## src/dma_slab_bitmap_allocator_core_defines.svh

```systemverilog
// ----------------------------------------------------------------------------
// dma slab bitmap allocator assertion macros
// shared concurrent assertion forms for the allocator rtl
// ----------------------------------------------------------------------------
`ifndef DMA_SLAB_BITMAP_ALLOCATOR_CORE_DEFINES_SVH
`define DMA_SLAB_BITMAP_ALLOCATOR_CORE_DEFINES_SVH

// same-cycle implication, checked outside reset
`define DSBA_ASSERT_NOW(label, clk, rst_n, ante, cons, msg) \
	label: assert property (@(posedge clk) disable iff (!rst_n) (ante) |-> (cons)) \
		else $error(msg);

// next-cycle implication, checked outside reset
`define DSBA_ASSERT_NEXT(label, clk, rst_n, ante, cons, msg) \
	label: assert property (@(posedge clk) disable iff (!rst_n) (ante) |=> (cons)) \
		else $error(msg);

`endif

```

## src/dsba_pkg.sv

```systemverilog
// ----------------------------------------------------------------------------
// dsba_pkg
// types, constants and helpers of the slab bitmap allocator
// ----------------------------------------------------------------------------
package dsba_pkg;

	localparam int NUM_PAGE_SLOTS = 8;
	localparam int SLOT_W         = $clog2(NUM_PAGE_SLOTS);
	localparam int MAP_WORDS      = 4;
	localparam int WORD_BITS      = 32;
	localparam int WIDX_W         = $clog2(WORD_BITS);
	localparam int MAP_BITS       = MAP_WORDS * WORD_BITS;
	localparam int IDX_W          = $clog2(MAP_BITS);
	localparam int FRAME_W        = 20;
	localparam int OFFS_W         = 12;
	localparam int SIZE_W         = 13;
	localparam int OPP_W          = 8;
	localparam int CNT_W          = 8;
	localparam int ADDR_W         = 32;
	localparam int PAGE_BYTES     = 4096;
	localparam int MIN_OBJ_SIZE   = 32;
	localparam int QUO_W          = 7;
	localparam int DIV_CNT_W      = $clog2(QUO_W);
	localparam int PROD_W         = SIZE_W + IDX_W;
	localparam int CFG_IDX_W      = 1;
	localparam int CFG_DATA_W     = 13;

	localparam logic [CFG_IDX_W-1:0] CFG_OBJECT_SIZE      = 1'b0;
	localparam logic [CFG_IDX_W-1:0] CFG_OBJECTS_PER_PAGE = 1'b1;

	typedef enum logic [1:0] {
		REQ_ALLOC   = 2'd0,
		REQ_FREE    = 2'd1,
		REQ_DESTROY = 2'd2,
		REQ_NOP     = 2'd3
	} req_type_t;

	typedef enum logic [1:0] {
		STATUS_OK       = 2'd0,
		STATUS_NO_PAGE  = 2'd1,
		STATUS_NOT_POOL = 2'd2
	} status_t;

	typedef enum logic [3:0] {
		S_IDLE,
		S_ALLOC_SEL,
		S_ALLOC_SCAN,
		S_ALLOC_PICK,
		S_ALLOC_ADDR,
		S_FREE_DIV,
		S_FREE_RD,
		S_DONE
	} state_t;

	typedef struct packed {
		req_type_t            req_type;
		logic [FRAME_W-1:0]   fresh_frame;
		logic                 fresh_frame_ok;
		logic [ADDR_W-1:0]    free_address;
	} req_t;

	typedef struct packed {
		status_t              status;
		logic [ADDR_W-1:0]    object_address;
	} rsp_t;

	typedef struct packed {
		logic                 we;
		logic [SLOT_W-1:0]    waddr;
		logic [MAP_BITS-1:0]  wdata;
		logic                 re;
		logic [SLOT_W-1:0]    raddr;
	} ram_req_t;

	typedef struct packed {
		logic                 hit;
		logic [WIDX_W-1:0]    idx;
	} scan_t;

	// lowest set bit of one bitmap word
	function automatic scan_t lowest_set_word(input logic [WORD_BITS-1:0] v);
		scan_t r;
		r = '0;
		for (int i = WORD_BITS - 1; i >= 0; i--) begin
			if (v[i]) begin
				r.hit = 1'b1;
				r.idx = WIDX_W'(i);
			end
		end
		return r;
	endfunction

endpackage

```

## src/dma_slab_bitmap_allocator_core.sv

```systemverilog
// ----------------------------------------------------------------------------
// dma_slab_bitmap_allocator_core
// fixed-size object allocator over 4 KiB pages with per-slot free bitmaps
// ----------------------------------------------------------------------------
//  channel | direction | handshake             | payload
//  in      | input     | in_valid / in_stall   | in_data  (dsba_pkg::req_t)
//  out     | output    | out_valid / out_stall | out_data (dsba_pkg::rsp_t)
//  cfg     | input     | cfg_we                | cfg_index, cfg_data
//
//  one request is worked at a time; in_stall is low only while idle
//  allocate: the result follows the bitmap ram read and the two-level
//    lowest-free search; when no page can be had both are skipped, and when
//    the chosen page has no free bit the address step is skipped; destroy and unused codes go straight to the result
//  free: the result follows the 7-step offset divider and then the ram read;
//    the ram read is skipped when the address is outside the pool or past the last object
//  a result waiting on out_stall holds the block in its last state
//  reset clears slot valid bits and control; bitmap rows need no clearing
// ----------------------------------------------------------------------------
`include "dma_slab_bitmap_allocator_core_defines.svh"

module dma_slab_bitmap_allocator_core (
	input  logic                              clk,
	input  logic                              arst_n,
	input  logic                              in_valid,
	output logic                              in_stall,
	input  dsba_pkg::req_t                    in_data,
	output logic                              out_valid,
	input  logic                              out_stall,
	output dsba_pkg::rsp_t                    out_data,
	input  logic                              cfg_we,
	input  logic [dsba_pkg::CFG_IDX_W-1:0]    cfg_index,
	input  logic [dsba_pkg::CFG_DATA_W-1:0]   cfg_data
);

	// configuration
	logic [dsba_pkg::SIZE_W-1:0]   obj_size_q;
	logic [dsba_pkg::OPP_W-1:0]    opp_q;
	logic [dsba_pkg::SIZE_W-1:0]   size_eff;
	logic [dsba_pkg::OPP_W-1:0]    opp_eff;

	// per-slot state kept in flops, searched in parallel
	logic [dsba_pkg::NUM_PAGE_SLOTS-1:0] used_q;
	logic [dsba_pkg::FRAME_W-1:0]  frame_q [dsba_pkg::NUM_PAGE_SLOTS];
	logic [dsba_pkg::CNT_W-1:0]    cnt_q   [dsba_pkg::NUM_PAGE_SLOTS];

	// request context
	dsba_pkg::state_t              state_q, state_d;
	dsba_pkg::req_t                req_q;
	logic [dsba_pkg::SLOT_W-1:0]   pick_q;
	logic                          fresh_q;
	logic [dsba_pkg::IDX_W-1:0]    idx_q;
	logic [dsba_pkg::MAP_BITS-1:0] map_s2;
	dsba_pkg::scan_t               scan_s2 [dsba_pkg::MAP_WORDS];
	logic [dsba_pkg::PROD_W-1:0]   prod_q;
	dsba_pkg::status_t             res_status_q;
	logic [dsba_pkg::ADDR_W-1:0]   res_addr_q;

	// output register
	logic                          out_valid_q;
	dsba_pkg::rsp_t                out_data_q;

	logic                          in_xfer;
	logic                          load_out;
	dsba_pkg::ram_req_t            ram_req;
	logic [dsba_pkg::MAP_BITS-1:0] ram_rdata;
	logic                          div_done;
	logic [dsba_pkg::QUO_W-1:0]    div_quo;

	// slot searches
	logic                          nf_found, un_found, fr_found;
	logic [dsba_pkg::SLOT_W-1:0]   nf_pick, un_pick, fr_pick;
	logic [dsba_pkg::MAP_BITS-1:0] opp_mask;
	logic [dsba_pkg::MAP_BITS-1:0] map_cur;
	logic                          pick_hit;
	logic [dsba_pkg::IDX_W-1:0]    pick_idx;
	logic                          free_bad;

	// clamp registers to their working ranges
	always_comb begin
		if (obj_size_q < dsba_pkg::SIZE_W'(dsba_pkg::MIN_OBJ_SIZE)) begin
			size_eff = dsba_pkg::SIZE_W'(dsba_pkg::MIN_OBJ_SIZE);
		end else if (obj_size_q > dsba_pkg::SIZE_W'(dsba_pkg::PAGE_BYTES)) begin
			size_eff = dsba_pkg::SIZE_W'(dsba_pkg::PAGE_BYTES);
		end else begin
			size_eff = obj_size_q;
		end
		if (opp_q == '0) begin
			opp_eff = dsba_pkg::OPP_W'(1);
		end else if (opp_q > dsba_pkg::OPP_W'(dsba_pkg::MAP_BITS)) begin
			opp_eff = dsba_pkg::OPP_W'(dsba_pkg::MAP_BITS);
		end else begin
			opp_eff = opp_q;
		end
	end

	always_ff @(posedge clk or negedge arst_n) begin
		if (!arst_n) begin
			obj_size_q <= dsba_pkg::SIZE_W'(dsba_pkg::MIN_OBJ_SIZE);
			opp_q      <= dsba_pkg::OPP_W'(dsba_pkg::MAP_BITS);
		end else if (cfg_we) begin
			unique case (cfg_index)
				dsba_pkg::CFG_OBJECT_SIZE:      obj_size_q <= cfg_data;
				dsba_pkg::CFG_OBJECTS_PER_PAGE: opp_q <= cfg_data[dsba_pkg::OPP_W-1:0];
				default: ;
			endcase
		end
	end

	// newest non-full slot, lowest empty slot, newest slot owning the freed frame
	always_comb begin
		nf_found = 1'b0;
		nf_pick  = '0;
		fr_found = 1'b0;
		fr_pick  = '0;
		for (int s = 0; s < dsba_pkg::NUM_PAGE_SLOTS; s++) begin
			if (used_q[s] && cnt_q[s] < opp_eff) begin
				nf_found = 1'b1;
				nf_pick  = dsba_pkg::SLOT_W'(s);
			end
			if (used_q[s] && frame_q[s] == req_q.free_address[dsba_pkg::ADDR_W-1:
					dsba_pkg::OFFS_W]) begin
				fr_found = 1'b1;
				fr_pick  = dsba_pkg::SLOT_W'(s);
			end
		end
		un_found = 1'b0;
		un_pick  = '0;
		for (int s = dsba_pkg::NUM_PAGE_SLOTS - 1; s >= 0; s--) begin
			if (!used_q[s]) begin
				un_found = 1'b1;
				un_pick  = dsba_pkg::SLOT_W'(s);
			end
		end
	end

	// only the first opp_eff objects of a page count
	always_comb begin
		for (int i = 0; i < dsba_pkg::MAP_BITS; i++) begin
			opp_mask[i] = (dsba_pkg::OPP_W'(i) < opp_eff);
		end
	end

	// a fresh page starts all free
	assign map_cur = fresh_q ? '1 : ram_rdata;

	// second level of the lowest-free search over registered word results
	always_comb begin
		pick_hit = 1'b0;
		pick_idx = '0;
		for (int w = dsba_pkg::MAP_WORDS - 1; w >= 0; w--) begin
			if (scan_s2[w].hit) begin
				pick_hit = 1'b1;
				pick_idx = dsba_pkg::IDX_W'(w * dsba_pkg::WORD_BITS + int'(scan_s2[w].idx));
			end
		end
	end

	// free outside the pool or past the last object
	assign free_bad = !fr_found || {1'b0, div_quo} >= opp_eff;

	assign in_stall = (state_q != dsba_pkg::S_IDLE);
	assign in_xfer  = in_valid && !in_stall;

	// next state and ram control
	always_comb begin
		state_d       = state_q;
		load_out      = 1'b0;
		ram_req       = '0;
		ram_req.raddr = nf_pick;
		ram_req.waddr = pick_q;
		unique case (state_q)
			dsba_pkg::S_IDLE: begin
				if (in_xfer) begin
					priority case (in_data.req_type)
						dsba_pkg::REQ_ALLOC: state_d = dsba_pkg::S_ALLOC_SEL;
						dsba_pkg::REQ_FREE:  state_d = dsba_pkg::S_FREE_DIV;
						default:             state_d = dsba_pkg::S_DONE;
					endcase
				end
			end
			dsba_pkg::S_ALLOC_SEL: begin
				if (nf_found) begin
					ram_req.re = 1'b1;
					state_d    = dsba_pkg::S_ALLOC_SCAN;
				end else if (!req_q.fresh_frame_ok || !un_found) begin
					state_d = dsba_pkg::S_DONE;
				end else begin
					state_d = dsba_pkg::S_ALLOC_SCAN;
				end
			end
			dsba_pkg::S_ALLOC_SCAN: begin
				state_d = dsba_pkg::S_ALLOC_PICK;
			end
			dsba_pkg::S_ALLOC_PICK: begin
				if (pick_hit) begin
					ram_req.we    = 1'b1;
					ram_req.wdata = map_s2 & ~(dsba_pkg::MAP_BITS'(1) << pick_idx);
					state_d       = dsba_pkg::S_ALLOC_ADDR;
				end else begin
					state_d = dsba_pkg::S_DONE;
				end
			end
			dsba_pkg::S_ALLOC_ADDR: begin
				state_d = dsba_pkg::S_DONE;
			end
			dsba_pkg::S_FREE_DIV: begin
				ram_req.raddr = fr_pick;
				if (div_done) begin
					if (free_bad) begin
						state_d = dsba_pkg::S_DONE;
					end else begin
						ram_req.re = 1'b1;
						state_d    = dsba_pkg::S_FREE_RD;
					end
				end
			end
			dsba_pkg::S_FREE_RD: begin
				// double free leaves the row alone
				if (!ram_rdata[idx_q]) begin
					ram_req.we    = 1'b1;
					ram_req.wdata = ram_rdata | (dsba_pkg::MAP_BITS'(1) << idx_q);
				end
				state_d = dsba_pkg::S_DONE;
			end
			dsba_pkg::S_DONE: begin
				if (!out_valid_q || !out_stall) begin
					load_out = 1'b1;
					state_d  = dsba_pkg::S_IDLE;
				end
			end
			default: state_d = dsba_pkg::S_IDLE;
		endcase
	end

	always_ff @(posedge clk or negedge arst_n) begin
		if (!arst_n) begin
			state_q <= dsba_pkg::S_IDLE;
		end else begin
			state_q <= state_d;
		end
	end

	// slot valid bits
	always_ff @(posedge clk or negedge arst_n) begin
		if (!arst_n) begin
			used_q <= '0;
		end else if (in_xfer && in_data.req_type == dsba_pkg::REQ_DESTROY) begin
			used_q <= '0;
		end else if (state_q == dsba_pkg::S_ALLOC_PICK && pick_hit && fresh_q) begin
			used_q[pick_q] <= 1'b1;
		end
	end

	// request context, slot payload and result
	always_ff @(posedge clk) begin
		unique case (state_q)
			dsba_pkg::S_IDLE: begin
				if (in_xfer) begin
					req_q        <= in_data;
					res_status_q <= dsba_pkg::STATUS_OK;
					res_addr_q   <= '0;
				end
			end
			dsba_pkg::S_ALLOC_SEL: begin
				fresh_q <= !nf_found;
				pick_q  <= nf_found ? nf_pick : un_pick;
				if (!nf_found && (!req_q.fresh_frame_ok || !un_found)) begin
					res_status_q <= dsba_pkg::STATUS_NO_PAGE;
				end
			end
			dsba_pkg::S_ALLOC_SCAN: begin
				map_s2 <= map_cur;
				for (int w = 0; w < dsba_pkg::MAP_WORDS; w++) begin
					scan_s2[w] <= dsba_pkg::lowest_set_word(
						map_cur[w*dsba_pkg::WORD_BITS +: dsba_pkg::WORD_BITS] &
						opp_mask[w*dsba_pkg::WORD_BITS +: dsba_pkg::WORD_BITS]);
				end
			end
			dsba_pkg::S_ALLOC_PICK: begin
				if (pick_hit) begin
					prod_q <= dsba_pkg::PROD_W'(size_eff) * dsba_pkg::PROD_W'(pick_idx);
					if (fresh_q) begin
						frame_q[pick_q] <= req_q.fresh_frame;
						cnt_q[pick_q]   <= dsba_pkg::CNT_W'(1);
					end else begin
						cnt_q[pick_q]   <= cnt_q[pick_q] + dsba_pkg::CNT_W'(1);
					end
				end else begin
					res_status_q <= dsba_pkg::STATUS_NO_PAGE;
				end
			end
			dsba_pkg::S_ALLOC_ADDR: begin
				// frame times page size plus object offset, wrapping at 32 bits
				res_addr_q <= {frame_q[pick_q], dsba_pkg::OFFS_W'(0)} +
					dsba_pkg::ADDR_W'(prod_q);
			end
			dsba_pkg::S_FREE_DIV: begin
				if (div_done) begin
					pick_q <= fr_pick;
					idx_q  <= div_quo;
					if (free_bad) begin
						res_status_q <= dsba_pkg::STATUS_NOT_POOL;
					end
				end
			end
			dsba_pkg::S_FREE_RD: begin
				if (!ram_rdata[idx_q] && cnt_q[pick_q] != '0) begin
					cnt_q[pick_q] <= cnt_q[pick_q] - dsba_pkg::CNT_W'(1);
				end
			end
			dsba_pkg::S_DONE: ;
			default: ;
		endcase
	end

	// output register, free again once its transfer completes
	always_ff @(posedge clk or negedge arst_n) begin
		if (!arst_n) begin
			out_valid_q <= 1'b0;
		end else if (load_out) begin
			out_valid_q <= 1'b1;
		end else if (!out_stall) begin
			out_valid_q <= 1'b0;
		end
	end

	always_ff @(posedge clk) begin
		if (load_out) begin
			out_data_q.status         <= res_status_q;
			out_data_q.object_address <= res_addr_q;
		end
	end

	assign out_valid = out_valid_q;
	assign out_data  = out_data_q;

	dsba_map_ram u_map_ram (
		.clk   (clk),
		.req   (ram_req),
		.rdata (ram_rdata)
	);

	// offset within the page divided by object size
	dsba_div u_div (
		.clk      (clk),
		.arst_n   (arst_n),
		.start    (in_xfer && in_data.req_type == dsba_pkg::REQ_FREE),
		.dividend (in_data.free_address[dsba_pkg::OFFS_W-1:0]),
		.divisor  (size_eff),
		.done     (div_done),
		.quotient (div_quo)
	);

	`DSBA_ASSERT_NEXT(a_busy_after_xfer, clk, arst_n, in_xfer, state_q != dsba_pkg::S_IDLE, "request transfer did not leave idle")
	`DSBA_ASSERT_NOW(a_ram_single_port, clk, arst_n, ram_req.we, !ram_req.re, "bitmap ram read and write in one cycle")
	`DSBA_ASSERT_NOW(a_load_when_free, clk, arst_n, load_out, !out_valid_q || !out_stall, "result loaded over a stalled result")
	`DSBA_ASSERT_NOW(a_div_done_in_free, clk, arst_n, div_done, state_q == dsba_pkg::S_FREE_DIV, "divider finished outside a free request")

endmodule

```

## src/dsba_map_ram.sv

```systemverilog
// ----------------------------------------------------------------------------
// dsba_map_ram
// free bitmap store, one row per page slot, registered read
// ----------------------------------------------------------------------------
module dsba_map_ram (
	input  logic                          clk,
	input  dsba_pkg::ram_req_t            req,
	output logic [dsba_pkg::MAP_BITS-1:0] rdata
);

	logic [dsba_pkg::MAP_BITS-1:0] mem [dsba_pkg::NUM_PAGE_SLOTS];

	always_ff @(posedge clk) begin
		if (req.we) begin
			mem[req.waddr] <= req.wdata;
		end
		if (req.re) begin
			rdata <= mem[req.raddr];
		end
	end

endmodule

```

## src/dsba_div.sv

```systemverilog
// ----------------------------------------------------------------------------
// dsba_div
// restoring divider for page offset by object size, one quotient bit a cycle
// ----------------------------------------------------------------------------
module dsba_div (
	input  logic                          clk,
	input  logic                          arst_n,
	input  logic                          start,
	input  logic [dsba_pkg::OFFS_W-1:0]   dividend,
	input  logic [dsba_pkg::SIZE_W-1:0]   divisor,
	output logic                          done,
	output logic [dsba_pkg::QUO_W-1:0]    quotient
);

	localparam int SH_W = dsba_pkg::SIZE_W + dsba_pkg::QUO_W - 1;

	logic                               busy_q;
	logic                               done_q;
	logic [dsba_pkg::DIV_CNT_W-1:0]     cnt_q;
	logic [dsba_pkg::OFFS_W-1:0]        rem_q;
	logic [dsba_pkg::QUO_W-1:0]         quo_q;
	logic [dsba_pkg::SIZE_W-1:0]        div_q;
	logic [SH_W-1:0]                    trial;
	logic                               ge;

	assign trial = SH_W'(div_q) << cnt_q;
	assign ge    = SH_W'(rem_q) >= trial;

	always_ff @(posedge clk or negedge arst_n) begin
		if (!arst_n) begin
			busy_q <= 1'b0;
			done_q <= 1'b0;
		end else begin
			done_q <= 1'b0;
			if (start) begin
				busy_q <= 1'b1;
			end else if (busy_q && cnt_q == '0) begin
				busy_q <= 1'b0;
				done_q <= 1'b1;
			end
		end
	end

	always_ff @(posedge clk) begin
		if (start) begin
			cnt_q <= dsba_pkg::DIV_CNT_W'(dsba_pkg::QUO_W - 1);
			rem_q <= dividend;
			div_q <= divisor;
			quo_q <= '0;
		end else if (busy_q) begin
			quo_q[cnt_q] <= ge;
			if (ge) begin
				rem_q <= rem_q - dsba_pkg::OFFS_W'(trial);
			end
			cnt_q <= cnt_q - dsba_pkg::DIV_CNT_W'(1);
		end
	end

	assign done     = done_q;
	assign quotient = quo_q;

endmodule
```

## config.mk

```make
export PLATFORM = sky130hd
export DESIGN_NAME = dma_slab_bitmap_allocator_core
export DESIGN_NICKNAME = d
export VERILOG_FILES = /design/src/dsba_pkg.sv /design/src/dma_slab_bitmap_allocator_core.sv /design/src/dsba_map_ram.sv /design/src/dsba_div.sv
export VERILOG_INCLUDE_DIRS = /design/src /design/src/src
export SDC_FILE = /design/constraint.sdc
export NUM_CORES = 2
export LEC_CHECK = 0
export ABC_AREA = 1
export ABC_CLOCK_PERIOD_IN_PS = 16870
export CAP_MARGIN = 20
export CORE_ASPECT_RATIO = 1.75
export CORE_MARGIN = 3
export CORE_UTILIZATION = 40
export DETAILED_ROUTE_END_ITERATION = 10
export DONT_BUFFER_PORTS = 1
export PLACE_DENSITY = 0.55
export RECOVER_POWER = 50
export REMOVE_ABC_BUFFERS = 1
export SYNTH_ARGS = -nofsm -noshare
export SYNTH_HDL_FRONTEND = slang
export SYNTH_SLANG_ARGS = --single-unit
export TNS_END_PERCENT = 100
```

## constraint.sdc

```tcl
create_clock -name clk -period 16.87 [get_ports clk]
set_clock_uncertainty 0.15 [all_clocks]
set_input_delay 1.687 -clock clk [delete_from_list [all_inputs] [get_ports clk]]
set_output_delay 1.687 -clock clk [all_outputs]
set_load 0.01 [all_outputs]
```

==> flow_summary_export.csv <==
group,metric,value,unit
yosys,synth-simple-area-share,11.31,%
placement,dp.cells,9544,
yosys,synthDominantCellAreaShare,63.10,%
yosys,synth-edff-count,1693,
outcome,outcome,"finished, violations left",
finish,fillCellCount,18489,
global_route,grtUsageTotal,28.61,%
yosys,synth-seq-cells,1741,
global_route,grt_max_degree,163,
die,dieArea,207100,µm²
placement,place.gp.congestion,1.063,
pwr,p_total,16610,µW
pwr,p_clk_share,23.0,%
clock_tree,clkSlewWorstSetupHoldPaths,0.07,ns
die,core_area,200100,µm²
detailed_routing,wirelength,303.3,mm
yosys,muxShareOfSynthArea,0.06678,%
die,rows,217,
finish,syn_to_final_growth,9.585,%
detailed_routing,vias_per_cell,5.939,
yosys,synth_compound_area_share,14.22,%
yosys,yosys-top-cells-area,"edfxtp_1 (63%), nand2_1 (4.9%), o21ai_0 (4.3%)",
sta,rsz0062_at_grt,"no",
clock_tree,post_cts_resized,0,
clock_tree,cts.sink_count,1741,
finish,nets,7352,
sta,fin_crit_sh,61.92,%
setup_path,cp_max_fo,62,
detailed_routing,drt_iter0_markers,6214,
setup_path,crit_arrival,10.89,ns
hold_path,hold_class,"reg2reg",
finish,final_util,44.12,%
yosys,yosys-top-cells-count,"edfxtp_1 (1693), nand2_1 (1058), nor2_1 (870)",
yosys,synth_top_family_by_area,"compound AO/OA/AOI/OAI gates",
pwr,swShare,41.95,%
die,die_y,599.7,µm
detailed_routing,antenna_left,0,
run,max_cap_violations,31,
pwr,p_switching,6968,µW
yosys,avgSynthCellArea,11.19,µm²
pwr,pwr-share-seq,37.1,%
yosys,yosys_warnings,0,
yosys,syn-cell-area,80570,µm²
clock_tree,cts_buffer_depth,4,
die,ios,110,
yosys,synth_xor_area_share,0.8262,%
setup_path,path_class,"reg2reg",
clock_tree,cts_buffers,167,
sta,holdWs,0.2625,ns
global_route,antenna_found_initial,13,
pwr,comb_power_share,39.9,%
sta,max_freq,95.74,MHz
sta,setup_violations,0,
detailed_routing,num_vias,58550,
clock_tree,cts_setup_buffers,0,
finish,drive_above_1_share,5.624,%
detailed_routing,wl_per_cell,30.77,µm
sta,worstMarginPinSlew,9.225,ns
detailed_routing,firstDrtPassIters,6,
setup_path,cp-end-kind,"flip-flop",
detailed_routing,wl_met2,151.8,mm
sta,slew_violations,1187,
setup_path,cp_slowest_cell,"clkbuf_1",
detailed_routing,wl_met1,100.8,mm
yosys,synthAdderAreaFrac,3.348,%
global_route,first_global_vias,57846,
yosys,syn-instance-count,7201,
detailed_routing,route.top_layer_used,"met5",
placement,portBuffers,0,
die,start_util,40.26,%
outcome,violations,"max-capacitance violations, max-slew violations",
yosys,ys.flop_type,"edfxtp_1",
sta,maxSlewHeadroom,-515.0,%
finish,final_cells,9858,
pwr,power.density,188.1,nW/µm²
sta,fin_crit,10.45,ns
die,die_w,345.3,µm
yosys,synth.largest_area_cell,"edfxtp_1",
yosys,synthArstFlopShare,2.010,%
placement,hpwlAfterDp,204.1,mm
pwr,p_leak,0.03163,µW
setup_path,required,17.31,ns
sta,setup_tns,0,ns
detailed_routing,route.detailed.drc,0,
yosys,synthDistinctLibCells,70,
global_route,grt_pass1_wl,425.3,mm
pwr,p_int,9643,µW
clock_tree,cts_tree,"done",
yosys,ys_seq_area_share,64.51,%
clock_tree,clkLatencyLatePin,0.86,ns
clock_tree,cts_max_level,4,
global_route,grt-ovfl-total,0,
yosys,yosys.cell_count.top_type,"edfxtp_1",
setup_path,cp_common_cell,"nand2_1",
setup_path,critPathMaxStageDelay,2.25,ns
clock_tree,clock-root-buffer,"clkbuf_16",
setup_path,worstSetupStartpointType,"flip-flop",
pwr,peakVddDrop,0.1934,mV
clock_tree,holdBufCountCts,0,
detailed_routing,dr_wl_met3,17.64,mm
sta,hold_viol,0,
-- state kept, by name (all words and copies together), names as in the netlist, 2 cells and up, named ones only --
| signal | count |
|---|---|
| u_div.div_q | 13 |
| state_q | 3 |
| frame_q | 160 |
| u_div.quotient | 7 |
| out_data | 34 |
| scan_s2 | 24 |
| u_map_ram.rdata | 128 |
| obj_size_q | 13 |
| map_s2 | 128 |
| u_div.rem_q | 12 |
| pick_q | 3 |
| u_div.cnt_q | 3 |
| res_status_q | 2 |
| u_map_ram.mem | 1024 |
| res_addr_q | 32 |
| opp_q | 8 |
| cnt_q | 64 |
| idx_q | 7 |
| prod_q | 20 |
| used_q | 8 |
| req_q | 41 |
-- power groups by stage --
stage | sequential, µW | combinational (µW) | clock (µW)
finish | 6170 | 6620 | 3830
global placement | 6210 | 6490 | 0
detailed placement | 6200 | 6610 | 0
floorplan | 6150 | 4150 | 0
CTS | 6120 | 6630 | 3880
global route | 6200 | 7260 | 4030
-- cells in the final DEF (no fill, tap or decap), types with 37 or more instances in the layout --
cell       netlist  routed
o21ai_0        695     693
nand4_1         46      46
nand2_1       1058    1060
o21ai_1        201     203
nand3_1        198     198
fa_1            56      56
o211ai_1       190     190
edfxtp_1      1693    1693
a32o_1          39      39
o22ai_1         98      98
buf_4           13      94
ha_1           126     126
inv_1          651     643
o221ai_1       257     257
clkinv_1        11      45
clkbuf_1       190      61
nor3_1          40      37
xor2_1          56      56
nor2_1         870     867
a21oi_1        197     195
clkbuf_16        0     172
-- cells by family (layout without fill, tap and decap cells) --
kind of cell | Yosys count | in the layout
adder cells (fa/ha/maj) | 182 | 182
AND/OR/NAND/NOR | 2270 | 2270
other | 0 | 11
multiplexers | 5 | 5
buffers and inverters | 1089 | 1107
flip-flops | 1741 | 1741
AO/OA/AOI/OAI | 1838 | 1838
XOR/XNOR | 76 | 76
-- metrics by stage --
step	setup slack (ns)	instance area (µm²)
6_report	6.425	88290
5_1_grt	5.906	88270
4_1_cts	9.390	88450
3_5_place_dp	9.406	83070
3_3_place_gp	9.590	82990
2_1_floorplan	4.149	78510
-- worst paths after layout --
kind | depth (start not counted) | start | end | slack (ns)
max | 28 | flip-flop | res_addr_q[31] | 6.42
min | 0 | res_addr_q[15] | out_data[15] | 0.26
max reg2reg | 28 | flip-flop | res_addr_q[31] | 6.42
min reg2reg | 0 | res_addr_q[15] | out_data[15] | 0.26
max in group asynchronous | 0 | arst_n | obj_size_q[5] | 16.00
min in group asynchronous | 0 | arst_n | out_valid | 0.37
-- layout make-up --
type | instances | area, µm² | area share, %
Sequential cell | 1741 | 51980 | 58.87
Multi-Input combinational cell | 4371 | 24090 | 27.28
Clock buffer | 195 | 4400 | 4.984
Tap cell | 2628 | 3288 | 3.724
Inverter | 674 | 2565 | 2.905
Clock inverter | 97 | 985.9 | 1.117
Timing Repair Buffer | 141 | 954.7 | 1.081
Antenna cell | 11 | 27.53 | 0.03118
-- worst max-delay path, delay by kind of cell (launching register included) --
| kind | cells | cell delay (ns) |
|---|---|---|
| AOI/OAI and AO/OA | 8 | 1.25 |
| buffers and inverters | 5 | 5.81 |
| and+or+nand+nor | 14 | 2.33 |
| adders and majority gates | 1 | 0.28 |
| DFF | 1 | 0.30 |
-- per-layer routing --
metal / vias up / GRT usage, %
met5: - / 0
met4: 4 / 25.86
li1: 25739 / -
met1: 29231 / 29.52
met3: 930 / 4.663
met2: 2646 / 49.96
Power figures use the tool's default switching activity.
